--- config.mk ---
export PLATFORM = sky130hd
export DESIGN_NAME = vector_distance_unit_core_flat
export DESIGN_NICKNAME = d
export VERILOG_FILES = /design/src/hdl/vdu_pkg.sv /design/src/hdl/vdu_channels.sv /design/src/hdl/vdu_front.sv /design/src/hdl/vdu_queue.sv /design/src/hdl/vdu_back.sv /design/src/hdl/vector_distance_unit_core.sv /design/src/flat_wrapper.sv
export SDC_FILE = /design/constraint.sdc
export NUM_CORES = 1
export LEC_CHECK = 0
export BUFFER_PORTS_ARGS = -buffer_cell sky130_fd_sc_hd__buf_2
export CAP_MARGIN = 10
export CORE_ASPECT_RATIO = 1.75
export CORE_MARGIN = 2
export CORE_UTILIZATION = 35
export CTS_BUF_LIST = sky130_fd_sc_hd__clkbuf_2
export CTS_CLUSTER_DIAMETER = 100
export DETAILED_ROUTE_END_ITERATION = 8
export GPL_TIMING_DRIVEN = 0
export SLEW_MARGIN = 0
export SYNTH_ARGS = -nofsm -noshare
export SYNTH_HDL_FRONTEND = slang
export SYNTH_SLANG_ARGS = --single-unit
--- constraint.sdc ---
create_clock -name clk -period 14.15 [get_ports clk]
set_input_delay 0.7075 -clock clk [delete_from_list [all_inputs] [get_ports clk]]
set_output_delay 0.7075 -clock clk [all_outputs]
set_load 0.05 [all_outputs]
--- src/hdl/vdu_pkg.sv ---
// Package for the vector distance unit: widths, codes, the job record passed
// from the accumulating front end to the square-root back end, back-end states.
// No dependencies.
`timescale 1ns / 1ps

package vdu_pkg;

  localparam int COORD_BITS_DEF = 16;
  localparam int MAX_DIM_DEF    = 64;

  // Widest coordinate the job record can carry.
  localparam int LDIFF_W = 24;

  localparam int SUM_W  = 39;
  localparam int FRAC_W = 8;
  localparam int DIST_W = 28;

  localparam logic [SUM_W-1:0]  SUM_MAX  = '1;
  localparam logic [DIST_W-1:0] DIST_MAX = '1;

  // Square root of sum * 2^(2*FRAC_W), one result bit per step.
  localparam int ROOT_STEPS = (SUM_W + 2 * FRAC_W + 1) / 2;
  localparam int RAD_W      = 2 * ROOT_STEPS;
  localparam int STEP_W     = $clog2(ROOT_STEPS);

  // Job queue depth, a power of two.
  localparam int QUEUE_DEPTH = 2;

  localparam logic MODE_EUCLID = 1'b0;
  localparam logic MODE_LINF   = 1'b1;

  typedef struct packed {
    logic               mode;
    logic [SUM_W-1:0]   sum;
    logic [LDIFF_W-1:0] ldiff;
  } job_t;

  typedef enum logic [1:0] {
    BK_IDLE,
    BK_ROOT,
    BK_HOLD
  } back_state_t;

endpackage

--- src/hdl/vdu_channels.sv ---
// Handshake channels of the vector distance unit: coordinate pairs in,
// distances out, and the mode register write channel. Depends on vdu_pkg.
`timescale 1ns / 1ps

interface vdu_in_if #(
  parameter int COORD_BITS = vdu_pkg::COORD_BITS_DEF
);
  logic                         valid;
  logic                         ready;
  logic signed [COORD_BITS-1:0] x_coord;
  logic signed [COORD_BITS-1:0] y_coord;
  logic                         last_element;

  modport source (output valid, x_coord, y_coord, last_element, input ready);
  modport sink   (input valid, x_coord, y_coord, last_element, output ready);
endinterface

interface vdu_out_if;
  logic                        valid;
  logic                        ready;
  logic [vdu_pkg::DIST_W-1:0]  distance;

  modport source (output valid, distance, input ready);
  modport sink   (input valid, distance, output ready);
endinterface

interface vdu_cfg_if;
  logic valid;
  logic ready;
  logic metric_mode;

  modport source (output valid, metric_mode, input ready);
  modport sink   (input valid, metric_mode, output ready);
endinterface

--- src/hdl/vdu_front.sv ---
// Front end: takes coordinate pairs, forms |x - y| and its square in two
// stages, accumulates per vector and emits one job per vector. Depends on vdu_pkg.
`timescale 1ns / 1ps

module vdu_front #(
  parameter int COORD_BITS = vdu_pkg::COORD_BITS_DEF,
  parameter int MAX_DIM    = vdu_pkg::MAX_DIM_DEF
) (
  input  logic          clk,
  input  logic          rst,
  vdu_in_if.sink        pairs,
  input  logic          metric_mode,
  output vdu_pkg::job_t job,
  output logic          job_valid,
  input  logic          job_ready
);
  import vdu_pkg::*;

  localparam int CNT_W = $clog2(MAX_DIM + 1);
  localparam int SQ_W  = 2 * COORD_BITS;
  localparam int ADD_W = ((SQ_W > SUM_W) ? SQ_W : SUM_W) + 1;

  logic                         stall;
  logic                         take;
  logic                         keep;
  logic [CNT_W-1:0]             count;
  logic signed [COORD_BITS:0]   diff;
  logic [COORD_BITS-1:0]        ad;

  logic                         s1_valid;
  logic                         s1_last;
  logic                         s1_mode;
  logic [COORD_BITS-1:0]        s1_ad;

  logic                         s2_valid;
  logic                         s2_last;
  logic                         s2_mode;
  logic [COORD_BITS-1:0]        s2_ad;
  logic [SQ_W-1:0]              s2_sq;

  logic [SUM_W-1:0]             sum;
  logic [SUM_W-1:0]             sum_next;
  logic [COORD_BITS-1:0]        ldiff;
  logic [COORD_BITS-1:0]        ldiff_next;
  logic [ADD_W-1:0]             add;

  // The whole pipe freezes while a finished vector waits for queue space.
  assign stall       = s2_valid && s2_last && !job_ready;
  assign pairs.ready = !stall;
  assign take        = pairs.valid && !stall;

  // Pairs beyond MAX_DIM contribute nothing but can still close the vector.
  assign keep = (count < CNT_W'(MAX_DIM));
  assign diff = (COORD_BITS + 1)'(pairs.x_coord) - (COORD_BITS + 1)'(pairs.y_coord);
  assign ad   = diff[COORD_BITS] ? COORD_BITS'(-diff) : COORD_BITS'(diff);

  always_ff @(posedge clk) begin
    if (rst) begin
      count <= '0;
    end else if (take) begin
      if (pairs.last_element) begin
        count <= '0;
      end else if (keep) begin
        count <= count + CNT_W'(1);
      end
    end
  end

  always_ff @(posedge clk) begin
    if (rst) begin
      s1_valid <= 1'b0;
      s2_valid <= 1'b0;
    end else if (!stall) begin
      s1_valid <= take;
      s2_valid <= s1_valid;
    end
  end

  always_ff @(posedge clk) begin
    if (!stall) begin
      s1_ad   <= keep ? ad : '0;
      s1_last <= pairs.last_element;
      s1_mode <= metric_mode;
      s2_ad   <= s1_ad;
      s2_sq   <= SQ_W'(s1_ad) * SQ_W'(s1_ad);
      s2_last <= s1_last;
      s2_mode <= s1_mode;
    end
  end

  assign add        = ADD_W'(sum) + ADD_W'(s2_sq);
  assign sum_next   = (add > ADD_W'(SUM_MAX)) ? SUM_MAX : SUM_W'(add);
  assign ldiff_next = (s2_ad > ldiff) ? s2_ad : ldiff;

  always_ff @(posedge clk) begin
    if (rst) begin
      sum   <= '0;
      ldiff <= '0;
    end else if (s2_valid && !stall) begin
      if (s2_last) begin
        sum   <= '0;
        ldiff <= '0;
      end else begin
        sum   <= sum_next;
        ldiff <= ldiff_next;
      end
    end
  end

  assign job_valid = s2_valid && s2_last;
  assign job.mode  = s2_mode;
  assign job.sum   = sum_next;
  assign job.ldiff = LDIFF_W'(ldiff_next);

endmodule

--- src/hdl/vdu_queue.sv ---
// Short job queue between the front end and the back end.
// Depends on vdu_pkg (job_t, QUEUE_DEPTH).
`timescale 1ns / 1ps

module vdu_queue (
  input  logic          clk,
  input  logic          rst,
  input  vdu_pkg::job_t push_job,
  input  logic          push_valid,
  output logic          push_ready,
  output vdu_pkg::job_t pop_job,
  output logic          pop_valid,
  input  logic          pop_ready
);
  import vdu_pkg::*;

  localparam int PTR_W = (QUEUE_DEPTH > 1) ? $clog2(QUEUE_DEPTH) : 1;
  localparam int FILL_W = $clog2(QUEUE_DEPTH + 1);

  job_t              entries [QUEUE_DEPTH];
  logic [PTR_W-1:0]  wr_ptr;
  logic [PTR_W-1:0]  rd_ptr;
  logic [FILL_W-1:0] fill;
  logic              do_push;
  logic              do_pop;

  assign push_ready = (fill != FILL_W'(QUEUE_DEPTH));
  assign pop_valid  = (fill != '0);
  assign pop_job    = entries[rd_ptr];
  assign do_push    = push_valid && push_ready;
  assign do_pop     = pop_valid && pop_ready;

  always_ff @(posedge clk) begin
    if (do_push) begin
      entries[wr_ptr] <= push_job;
    end
  end

  always_ff @(posedge clk) begin
    if (rst) begin
      wr_ptr <= '0;
      rd_ptr <= '0;
      fill   <= '0;
    end else begin
      if (do_push) begin
        wr_ptr <= wr_ptr + PTR_W'(1);
      end
      if (do_pop) begin
        rd_ptr <= rd_ptr + PTR_W'(1);
      end
      if (do_push && !do_pop) begin
        fill <= fill + FILL_W'(1);
      end else if (do_pop && !do_push) begin
        fill <= fill - FILL_W'(1);
      end
    end
  end

endmodule

--- src/hdl/vdu_back.sv ---
// Back end: turns a job into a distance. Bit-serial square root for Euclidean
// jobs, shift and clamp for L-infinity, then an output register. Depends on vdu_pkg.
`timescale 1ns / 1ps

module vdu_back (
  input  logic          clk,
  input  logic          rst,
  input  vdu_pkg::job_t job,
  input  logic          job_valid,
  output logic          job_ready,
  vdu_out_if.source     result
);
  import vdu_pkg::*;

  localparam int LIN_W = LDIFF_W + FRAC_W;

  back_state_t             state;
  back_state_t             state_next;
  logic                    take;
  logic [RAD_W-1:0]        rad;
  logic [ROOT_STEPS:0]     rem;
  logic [ROOT_STEPS-1:0]   root;
  logic [STEP_W-1:0]       step;
  logic [DIST_W-1:0]       held_dist;
  logic [LIN_W-1:0]        lin_ext;
  logic [DIST_W-1:0]       lin_dist;
  logic [ROOT_STEPS+2:0]   rem_t;
  logic [ROOT_STEPS+2:0]   trial;
  logic                    ge;
  logic [ROOT_STEPS:0]     rem_new;
  logic [ROOT_STEPS-1:0]   root_new;

  always_ff @(posedge clk) begin
    if (rst) begin
      state <= BK_IDLE;
    end else begin
      state <= state_next;
    end
  end

  always_comb begin
    state_next   = state;
    job_ready    = 1'b0;
    result.valid = 1'b0;
    unique case (state)
      BK_IDLE: begin
        job_ready = 1'b1;
        if (job_valid) begin
          state_next = (job.mode == MODE_LINF) ? BK_HOLD : BK_ROOT;
        end
      end
      BK_ROOT: begin
        if (step == '0) begin
          state_next = BK_HOLD;
        end
      end
      BK_HOLD: begin
        result.valid = 1'b1;
        if (result.ready) begin
          state_next = BK_IDLE;
        end
      end
      default: begin
        state_next = BK_IDLE;
      end
    endcase
  end

  assign take = job_valid && job_ready;

  assign lin_ext  = LIN_W'(job.ldiff) << FRAC_W;
  assign lin_dist = (lin_ext > LIN_W'(DIST_MAX)) ? DIST_MAX : DIST_W'(lin_ext);

  // One root bit per step: bring down two radicand bits, try 4*root + 1.
  assign rem_t    = {rem, rad[RAD_W-1 -: 2]};
  assign trial    = {1'b0, root, 2'b01};
  assign ge       = (rem_t >= trial);
  assign rem_new  = ge ? (ROOT_STEPS + 1)'(rem_t - trial) : (ROOT_STEPS + 1)'(rem_t);
  assign root_new = {root[ROOT_STEPS-2:0], ge};

  always_ff @(posedge clk) begin
    if (take) begin
      if (job.mode == MODE_LINF) begin
        held_dist <= lin_dist;
      end else begin
        rad  <= RAD_W'({job.sum, {(2 * FRAC_W){1'b0}}});
        rem  <= '0;
        root <= '0;
        step <= STEP_W'(ROOT_STEPS - 1);
      end
    end else if (state == BK_ROOT) begin
      rad  <= rad << 2;
      rem  <= rem_new;
      root <= root_new;
      step <= step - STEP_W'(1);
      if (step == '0) begin
        held_dist <= DIST_W'(root_new);
      end
    end
  end

  assign result.distance = held_dist;

endmodule

--- src/hdl/vector_distance_unit_core.sv ---
// Vector distance unit, top level. After a vector's last pair, its job passes
// the front end stages and the queue; L-infinity jobs skip the bit-serial root.
// One coordinate pair is taken per cycle unless the front end stalls on a full
// queue; the back end takes a new job only once its last distance is taken.
// Reset (rst, synchronous) empties the pipe and queue, clears the running sums
// and sets metric_mode to Euclidean. Depends on vdu_pkg, vdu_channels, submodules.
`timescale 1ns / 1ps

module vector_distance_unit_core #(
  parameter int COORD_BITS = vdu_pkg::COORD_BITS_DEF,
  parameter int MAX_DIM    = vdu_pkg::MAX_DIM_DEF
) (
  input  logic       clk,
  input  logic       rst,
  vdu_cfg_if.sink    cfg,
  vdu_in_if.sink     pairs,
  vdu_out_if.source  result
);
  import vdu_pkg::*;

  // Mode register. The mode rides along with each pair so that the mode
  // present at a vector's last pair picks its metric.
  logic metric_mode;

  // Front end to queue.
  job_t job;
  logic job_valid;
  logic job_ready;

  // Queue to back end.
  job_t q_job;
  logic q_job_valid;
  logic q_job_ready;

  assign cfg.ready = 1'b1;

  always_ff @(posedge clk) begin
    if (rst) begin
      metric_mode <= MODE_EUCLID;
    end else if (cfg.valid) begin
      metric_mode <= cfg.metric_mode;
    end
  end

  // Front end: per-pair difference, square and running sum / maximum.
  // Saturates the sum at 39 bits, drops pairs past MAX_DIM.
  vdu_front #(
    .COORD_BITS (COORD_BITS),
    .MAX_DIM    (MAX_DIM)
  ) u_front (
    .clk         (clk),
    .rst         (rst),
    .pairs       (pairs),
    .metric_mode (metric_mode),
    .job         (job),
    .job_valid   (job_valid),
    .job_ready   (job_ready)
  );

  // Two-entry queue: the front end keeps streaming the next vector while the
  // back end grinds through a square root.
  vdu_queue u_queue (
    .clk        (clk),
    .rst        (rst),
    .push_job   (job),
    .push_valid (job_valid),
    .push_ready (job_ready),
    .pop_job    (q_job),
    .pop_valid  (q_job_valid),
    .pop_ready  (q_job_ready)
  );

  // Back end: root or clamp, then holds the distance until taken.
  vdu_back u_back (
    .clk       (clk),
    .rst       (rst),
    .job       (q_job),
    .job_valid (q_job_valid),
    .job_ready (q_job_ready),
    .result    (result)
  );

  // A finished vector blocked by a full queue must stop pair intake.
  a_block_intake: assert property (@(posedge clk) disable iff (rst)
    (job_valid && !job_ready) |-> !pairs.ready)
    else $error("pair intake open while a finished vector is blocked");

  // L-infinity jobs present their distance in the cycle after they leave the queue.
  a_linf_fast: assert property (@(posedge clk) disable iff (rst)
    (q_job_valid && q_job_ready && q_job.mode == MODE_LINF) |=> result.valid)
    else $error("L-infinity distance not presented after job pop");

  // Euclidean jobs go through the root unit, never straight to the output.
  a_euclid_root: assert property (@(posedge clk) disable iff (rst)
    (q_job_valid && q_job_ready && q_job.mode == MODE_EUCLID) |=> !result.valid)
    else $error("Euclidean distance presented without root iterations");

  // The back end takes no new job while a distance is still held.
  a_hold_blocks: assert property (@(posedge clk) disable iff (rst)
    result.valid |-> !q_job_ready)
    else $error("back end took a job while holding a distance");

endmodule
--- src/flat_wrapper.sv ---
// flat-port wrapper written by rule: the top's interface ports become plain ports
module vector_distance_unit_core_flat import vdu_pkg::*;
#(
  parameter int COORD_BITS = vdu_pkg::COORD_BITS_DEF,
  parameter int MAX_DIM    = vdu_pkg::MAX_DIM_DEF
)
  (clk, rst, cfg_valid, cfg_metric_mode, cfg_ready, pairs_valid, pairs_x_coord, pairs_y_coord, pairs_last_element, pairs_ready, result_valid, result_distance, result_ready);
  vdu_cfg_if cfg_i ();
  vdu_in_if #(.COORD_BITS(COORD_BITS)) pairs_i ();
  vdu_out_if result_i ();
  input  logic clk;
  input  logic rst;
  input wire logic [$bits(cfg_i.valid)-1:0] cfg_valid;
  input wire logic [$bits(cfg_i.metric_mode)-1:0] cfg_metric_mode;
  output wire logic [$bits(cfg_i.ready)-1:0] cfg_ready;
  input wire logic [$bits(pairs_i.valid)-1:0] pairs_valid;
  input wire logic [$bits(pairs_i.x_coord)-1:0] pairs_x_coord;
  input wire logic [$bits(pairs_i.y_coord)-1:0] pairs_y_coord;
  input wire logic [$bits(pairs_i.last_element)-1:0] pairs_last_element;
  output wire logic [$bits(pairs_i.ready)-1:0] pairs_ready;
  output wire logic [$bits(result_i.valid)-1:0] result_valid;
  output wire logic [$bits(result_i.distance)-1:0] result_distance;
  input wire logic [$bits(result_i.ready)-1:0] result_ready;
  assign cfg_i.valid = cfg_valid;
  assign cfg_i.metric_mode = cfg_metric_mode;
  assign cfg_ready = cfg_i.ready;
  assign pairs_i.valid = pairs_valid;
  assign pairs_i.x_coord = pairs_x_coord;
  assign pairs_i.y_coord = pairs_y_coord;
  assign pairs_i.last_element = pairs_last_element;
  assign pairs_ready = pairs_i.ready;
  assign result_valid = result_i.valid;
  assign result_distance = result_i.distance;
  assign result_i.ready = result_ready;
  vector_distance_unit_core #(.COORD_BITS(COORD_BITS), .MAX_DIM(MAX_DIM)) u_core (.clk(clk), .rst(rst), .cfg(cfg_i), .pairs(pairs_i), .result(result_i));
endmodule
# Word level (Yosys, flattened, before mapping)
# Memory sizes are Yosys's and may differ from the RTL's. A register that Yosys moved wholly into a read port is not among the register bits.
# Cells that the tools add are included.
[totals]
n_memories = 1
ff_bits = 285
output_inout_bits = 31
mem_bits_rw = 112
[memory_table]
columns = ["name", "depth", "word_bits", "rd", "rd_ports_with_merged_regs", "wr", "line", "text"]
rows = [
  ["u_core.u_queue.entries", 2, 56, 1, 1, 1, "vdu_queue.sv:20", "job_t entries [QUEUE_DEPTH];"],
]
[op_classes]
eq_ne = 8
n_lt_le_gt_ge = 5
mul = 1
n_reduce_logical = 23
n_mux = 38
addsub = 10
[ops]
columns = ["cell", "count"]
rows = [
  ["28-bit two-way mux", 8],
  ["56-bit two-way mux", 3],
  ["29-bit two-way mux", 4],
  ["39-bit two-way mux", 2],
  ["16-bit two-way mux", 3],
  ["39-bit by 32-bit adder with 40-bit output", 1],
  ["40-bit by 39-bit greater-than comparator with 1-bit output (second input constant)", 1],
  ["32-bit by 28-bit greater-than comparator with 1-bit output (second input constant)", 1],
  ["16-bit by 16-bit multiplier with 32-bit output", 1],
  ["31-bit by 30-bit greater-or-equal comparator with 1-bit output", 1],
  ["29-bit subtractor", 1],
  ["16-bit by 16-bit subtractor with 17-bit output", 1],
  ["16-bit greater-than comparator", 1],
  ["16-bit negator", 1],
  ["5-bit two-way mux", 3],
  ["7-bit two-way mux", 2],
  ["2-bit two-way mux", 6],
  ["2-bit nonzero test", 5],
  ["1-bit logical AND", 8],
  ["7-bit by 1-bit adder with 7-bit output (second input constant)", 1],
  ["7-bit < comparator (second input constant)", 1],
  ["1-bit two-way mux", 6],
  ["2-bit by 1-bit inequality test with 1-bit output (second input constant)", 3],
  ["2-bit inequality test (second input constant)", 3],
  ["other kinds (12)", 18],
]

# Logic depth before layout (Yosys ltp)
[depth]
word_depth = 6
depth_mapped = 26
depth_no_buf = 25

# Hierarchy
# A second synthesis with hierarchy kept.
[unflattened]
hier_cells = 2625
area_unflattened_um2 = 27453.8
[by_module_without_submodules]
columns = ["mod", "seq_area_each_um2", "area_each_um2", "instances", "cells_each"]
rows = [
  ["vdu_front", 3263.1, 15185.8, 1, 1650],
  ["vdu_back", 3943.8, 7385.8, 1, 747],
  ["vdu_queue", 3943.8, 4837.1, 1, 223],
  ["vector_distance_unit_core", 20.0, 45.0, 1, 5],
]

# Least setup slack after synthesis
# No wires, ideal clock.
[synth_path]
path_type = "register to register"
from = "reg u_core.u_front.s1_ad[4]"
to = "reg u_core.u_front.s2_sq[31] (data pin)"
period_less_slack_ns = 6.735
stages_incl_launch_ff = 24
t_arrival_ns = 6.475
setup_ns = 0.260
path_slack_ns = 7.415
required_ns = 13.890
cell_sequence = "edfxtp_1 clkbuf_1 clkbuf_1 nand2_1 fa_1 fa_1 inv_1 fa_1 fa_1 fa_1 inv_1 fa_1 inv_1 ha_1 a21o_1 a21o_1 a2111oi_0 o22ai_1 a221oi_2 o211ai_1 o31a_1 a21o_1 a21oi_1 xnor2_1"
[synth_between]
elab_chain_len = 1
[synth_rtl]
columns = ["item", "line", "text"]
rows = [
  ["from (decl)", "vdu_front.sv:33", "logic [COORD_BITS-1:0] s1_ad;"],
  ["from (signal assigned)", "vdu_front.sv:81", "s1_ad <= keep ? ad : '0;"],
  ["16-bit by 16-bit multiplier with 32-bit output", "vdu_front.sv:85", "s2_sq <= SQ_W'(s1_ad) * SQ_W'(s1_ad);"],
  ["to (signal assigned)", "vdu_front.sv:85", ""],
  ["to (decl)", "vdu_front.sv:39", "logic [SQ_W-1:0] s2_sq;"],
]
# No other way between the ends.
# A chain may end at the register's enable or synchronous reset.

# Final worst setup path
# Ends and elaborated chain as after synthesis.

==> out/metrics.yaml <==
status: "complete, no violations"
dr.pass1.iters: 5
syn_area_per_cell_sq_um: 10.8
placed_cell_area_sq_mm: 0.0277
worst_path_most_repeated_cell: "fa_1"
grt_usage: 0.163
arrival_ns: 8.94
final_core_util: 0.389
critPathLaunch: "u_core.u_front.s1_ad[4]"
globalRouteOverflowTotal: 0
final_cells: 3604
yosysTopAreaCell: "edfxtp_1"
dpl.hpwl_microns: 48700
fp.dieW_microns: 210
htreeDepth: 3
core_sq_mm: 0.0737
synth_edf_count: 308
drc: 0
synth_area_sq_mm: 0.0260
antenna_found_initial: 1
clock_latency_ns: 1.10
nets: 2988
slowest_delay_ns: 0.63
post_drt_via_cell_ratio: 4.99
slowest_stage: "clkbuf_1"
yosysWarnings: 0
path_delay_family: "adder cells"
clockBufferDepth: 3
yosysTopAreaCellShare: 0.356
wirelength_microns: 61200
dieArea_sq_mm: 0.0765
worst-r2r-cell-count: 23
num_io_pins: 70
yosysSeqAreaShare: 0.412
crit_buf_inv: 5
yosys-top-cells-area: "edfxtp_1 (36%), fa_1 (13%), ha_1 (9.3%)"
rr_startpoint: "u_core.u_front.s1_ad[4]"
drive_above_1_share: 0.110
route.vias.total: 17970
drt_iter0_markers: 694
ys_ff_latch: 380
netlist-cell-type-count: 78
crit_chain: "clkbuf_1 -> clkbuf_1 -> nand2_1 -> fa_1 -> fa_1 -> inv_1 -> fa_1 -> fa_1 -> fa_1 -> inv_1 -> fa_1 -> inv_1 -> ha_1 -> a21o_1 -> a21o_1 -> a2111oi_0 -> o22ai_1 -> a221oi_2 -> o211ai_1 -> o31a_1 -> a21o_1 -> a21oi_1 -> xnor2_1"
startpoint_type: "flop"
area_delta_synth_final_pct: 10.4
ctsResizeCount: 0
antenna_left: 0
grt_pass1_wl_microns: 98300
cts_root_buffer: "clkbuf_2"
gp_congestion: 0.902
synthFlopType: "edfxtp_1"
async_reset_ff_frac: 0
path_clk_slew_ns: 0.10
synthCells: 2415
dp_cells: 3432
path_max_fanout: 10
hold_violations: 0
start_util: 0.353
min_path_cells: 4
port_buffers: 68
clkSinkCount: 380
dieHeight_microns: 364
cp-end-kind: "flop"
clock.fmax_ghz: 0.122
rsz0062_at_grt: "no"
grt_max_degree: 64
fin_crit_ns: 8.20
cp.depth: 23
cts_tree: "yes"
cap_viol_max_count: 0
fin_setup_tns_ns: 0
slew-limit-headroom: 0.336
finalMaxSlewViolations: 0
syn_nets: 2812
finalSetupViolations: 0
min_from: "pairs_x_coord[0]"
clock-skew-final_ns: 0.145
cp_data_required_time_ns: 14.89
final_area_sq_mm: 0.0287
grt_pass1_vias: 19502
worstMarginPinSlew_ns: 0.995
post-route-period-util: 0.580
hp-class: "in2reg"
critPathKind: "reg2reg"
num_rows: 132
wire_per_inst_microns: 17.0
cts_buffers: 88
-- worst reg2reg max path, stage by stage, from the launching register on --
cell and delay (ns):
edfxtp_1 0.46, clkbuf_1 0.51, clkbuf_1 0.63, nand2_1 0.18, fa_1 0.52, fa_1 0.52
inv_1 0.06, fa_1 0.53, fa_1 0.45, fa_1 0.55, inv_1 0.05, fa_1 0.52
inv_1 0.04, ha_1 0.37, a21o_1 0.21, a21o_1 0.17, a2111oi_0 0.40, o22ai_1 0.25
a221oi_2 0.41, o211ai_1 0.21, o31a_1 0.36, a21o_1 0.19, a21oi_1 0.17, xnor2_1 0.08
-- logic make-up (layout without fill, tap and decap cells) --
| logic type | after synthesis | in the layout | share of synthesized area |
|---|---|---|---|
| AOI/OAI and AO/OA | 462 | 462 | 0.120 |
| xor gates and xnor gates | 118 | 118 | 0.0398 |
| adders and majority gates | 358 | 358 | 0.220 |
| buffers and inverters | 425 | 675 | 0.0640 |
| DFF | 380 | 380 | 0.412 |
| muxes | 96 | 96 | 0.0378 |
| other | 1 | 2 | 0.000144 |
| and+or+nand+nor | 575 | 575 | 0.106 |
-- area by class of cell --
cell class                 count  area (sq um)
buffer                        85           387
inverter                     340          1280
antenna                        1          2.50
sequential                   380         10700
timing repair buffer          86           589
multi-input combinational   1610         13700
fill                        7130         45000
clock inverter                43           298
clock buffer                 121           606
tap                          938          1170
-- registers in the layout, summed over array words and instances (netlist names), 28 cells and up, named ones only --
signal,flops
u_core.u_back.result.distance,28
u_core.u_back.root,28
u_core.u_back.rad,40
u_core.u_front.sum,39
u_core.u_front.s2_sq,30
u_core.u_queue.entries,112
u_core.u_back.rem,29
-- final timing paths --
| check | to | slack, ns |
|---|---|---|
| worst min-delay path | u_core.u_front.s1_ad[0] | 0.18 |
| worst max-delay path | u_core.u_front.s2_sq[31] | 5.95 |
| worst min register to register | u_core.u_front.s2_mode | 0.45 |
| worst max register to register | u_core.u_front.s2_sq[31] | 5.95 |
-- metal layers --
metal  track usage  up-vias  share of wire
met5             0        -              0
met2         0.328      414           0.56
met4         0.109        0          0.065
met1         0.150     8649           0.35
met3        0.0195      186          0.029
li1              -     8721              -
-- synth_stat cells, drive strengths merged (19+ instances only) --
| library cell | count |
|---|---|
| a21o | 57 |
| a31oi | 19 |
| nand2 | 175 |
| a22o | 47 |
| and2 | 59 |
| o21bai | 32 |
| clkbuf | 73 |
| nor2 | 149 |
| inv | 340 |
| o21a | 23 |
| a21oi | 104 |
| nor3 | 34 |
| o21ai | 107 |
| nand4 | 19 |
| xnor2 | 76 |
| ha | 194 |
| xor2 | 42 |
| mux2i | 79 |
| edfxtp | 308 |
| fa | 164 |
| nand3 | 27 |
| or2 | 19 |
| dfxtp | 72 |
| nor2b | 30 |
-- cell usage in the layout (no fill, tap or decap), types with 19 or more instances in the layout --
cell type,n
a21o_1,57
o21ai_0,101
ha_1,194
mux2i_1,79
buf_2,69
nand3_1,26
clkbuf_2,121
a31oi_1,19
o21a_1,23
nor2_1,147
nand4_1,19
dfxtp_1,72
a22o_1,47
edfxtp_1,308
xnor2_1,76
o21bai_1,32
clkbuf_1,73
nand2_1,165
inv_1,340
fa_1,164
and2_1,58
nor3_1,32
a21oi_1,101
clkinv_1,26
xor2_1,42
nor2b_1,30
-- what timing repair did --
| item | CTS | global route |
|---|---|---|
| hold buffers | 7 | 0 |
| endpoints found under the hold margin | 14 | 0 |
| setup buffers | 0 | 0 |
-- metrics by stage --
stage	hold WS, ns	setup slack, ns
2_1_floorplan	0.400	7.42
3_5_place_dp	0.420	5.99
6_report	0.180	5.95
5_1_grt	0.0808	5.58
4_1_cts	0.00594	5.85
3_3_place_gp	0.404	6.05
Power is left out: the tool's default activity adds up to more than one toggle a clock period on the data nets, which glitch-free logic cannot reach.
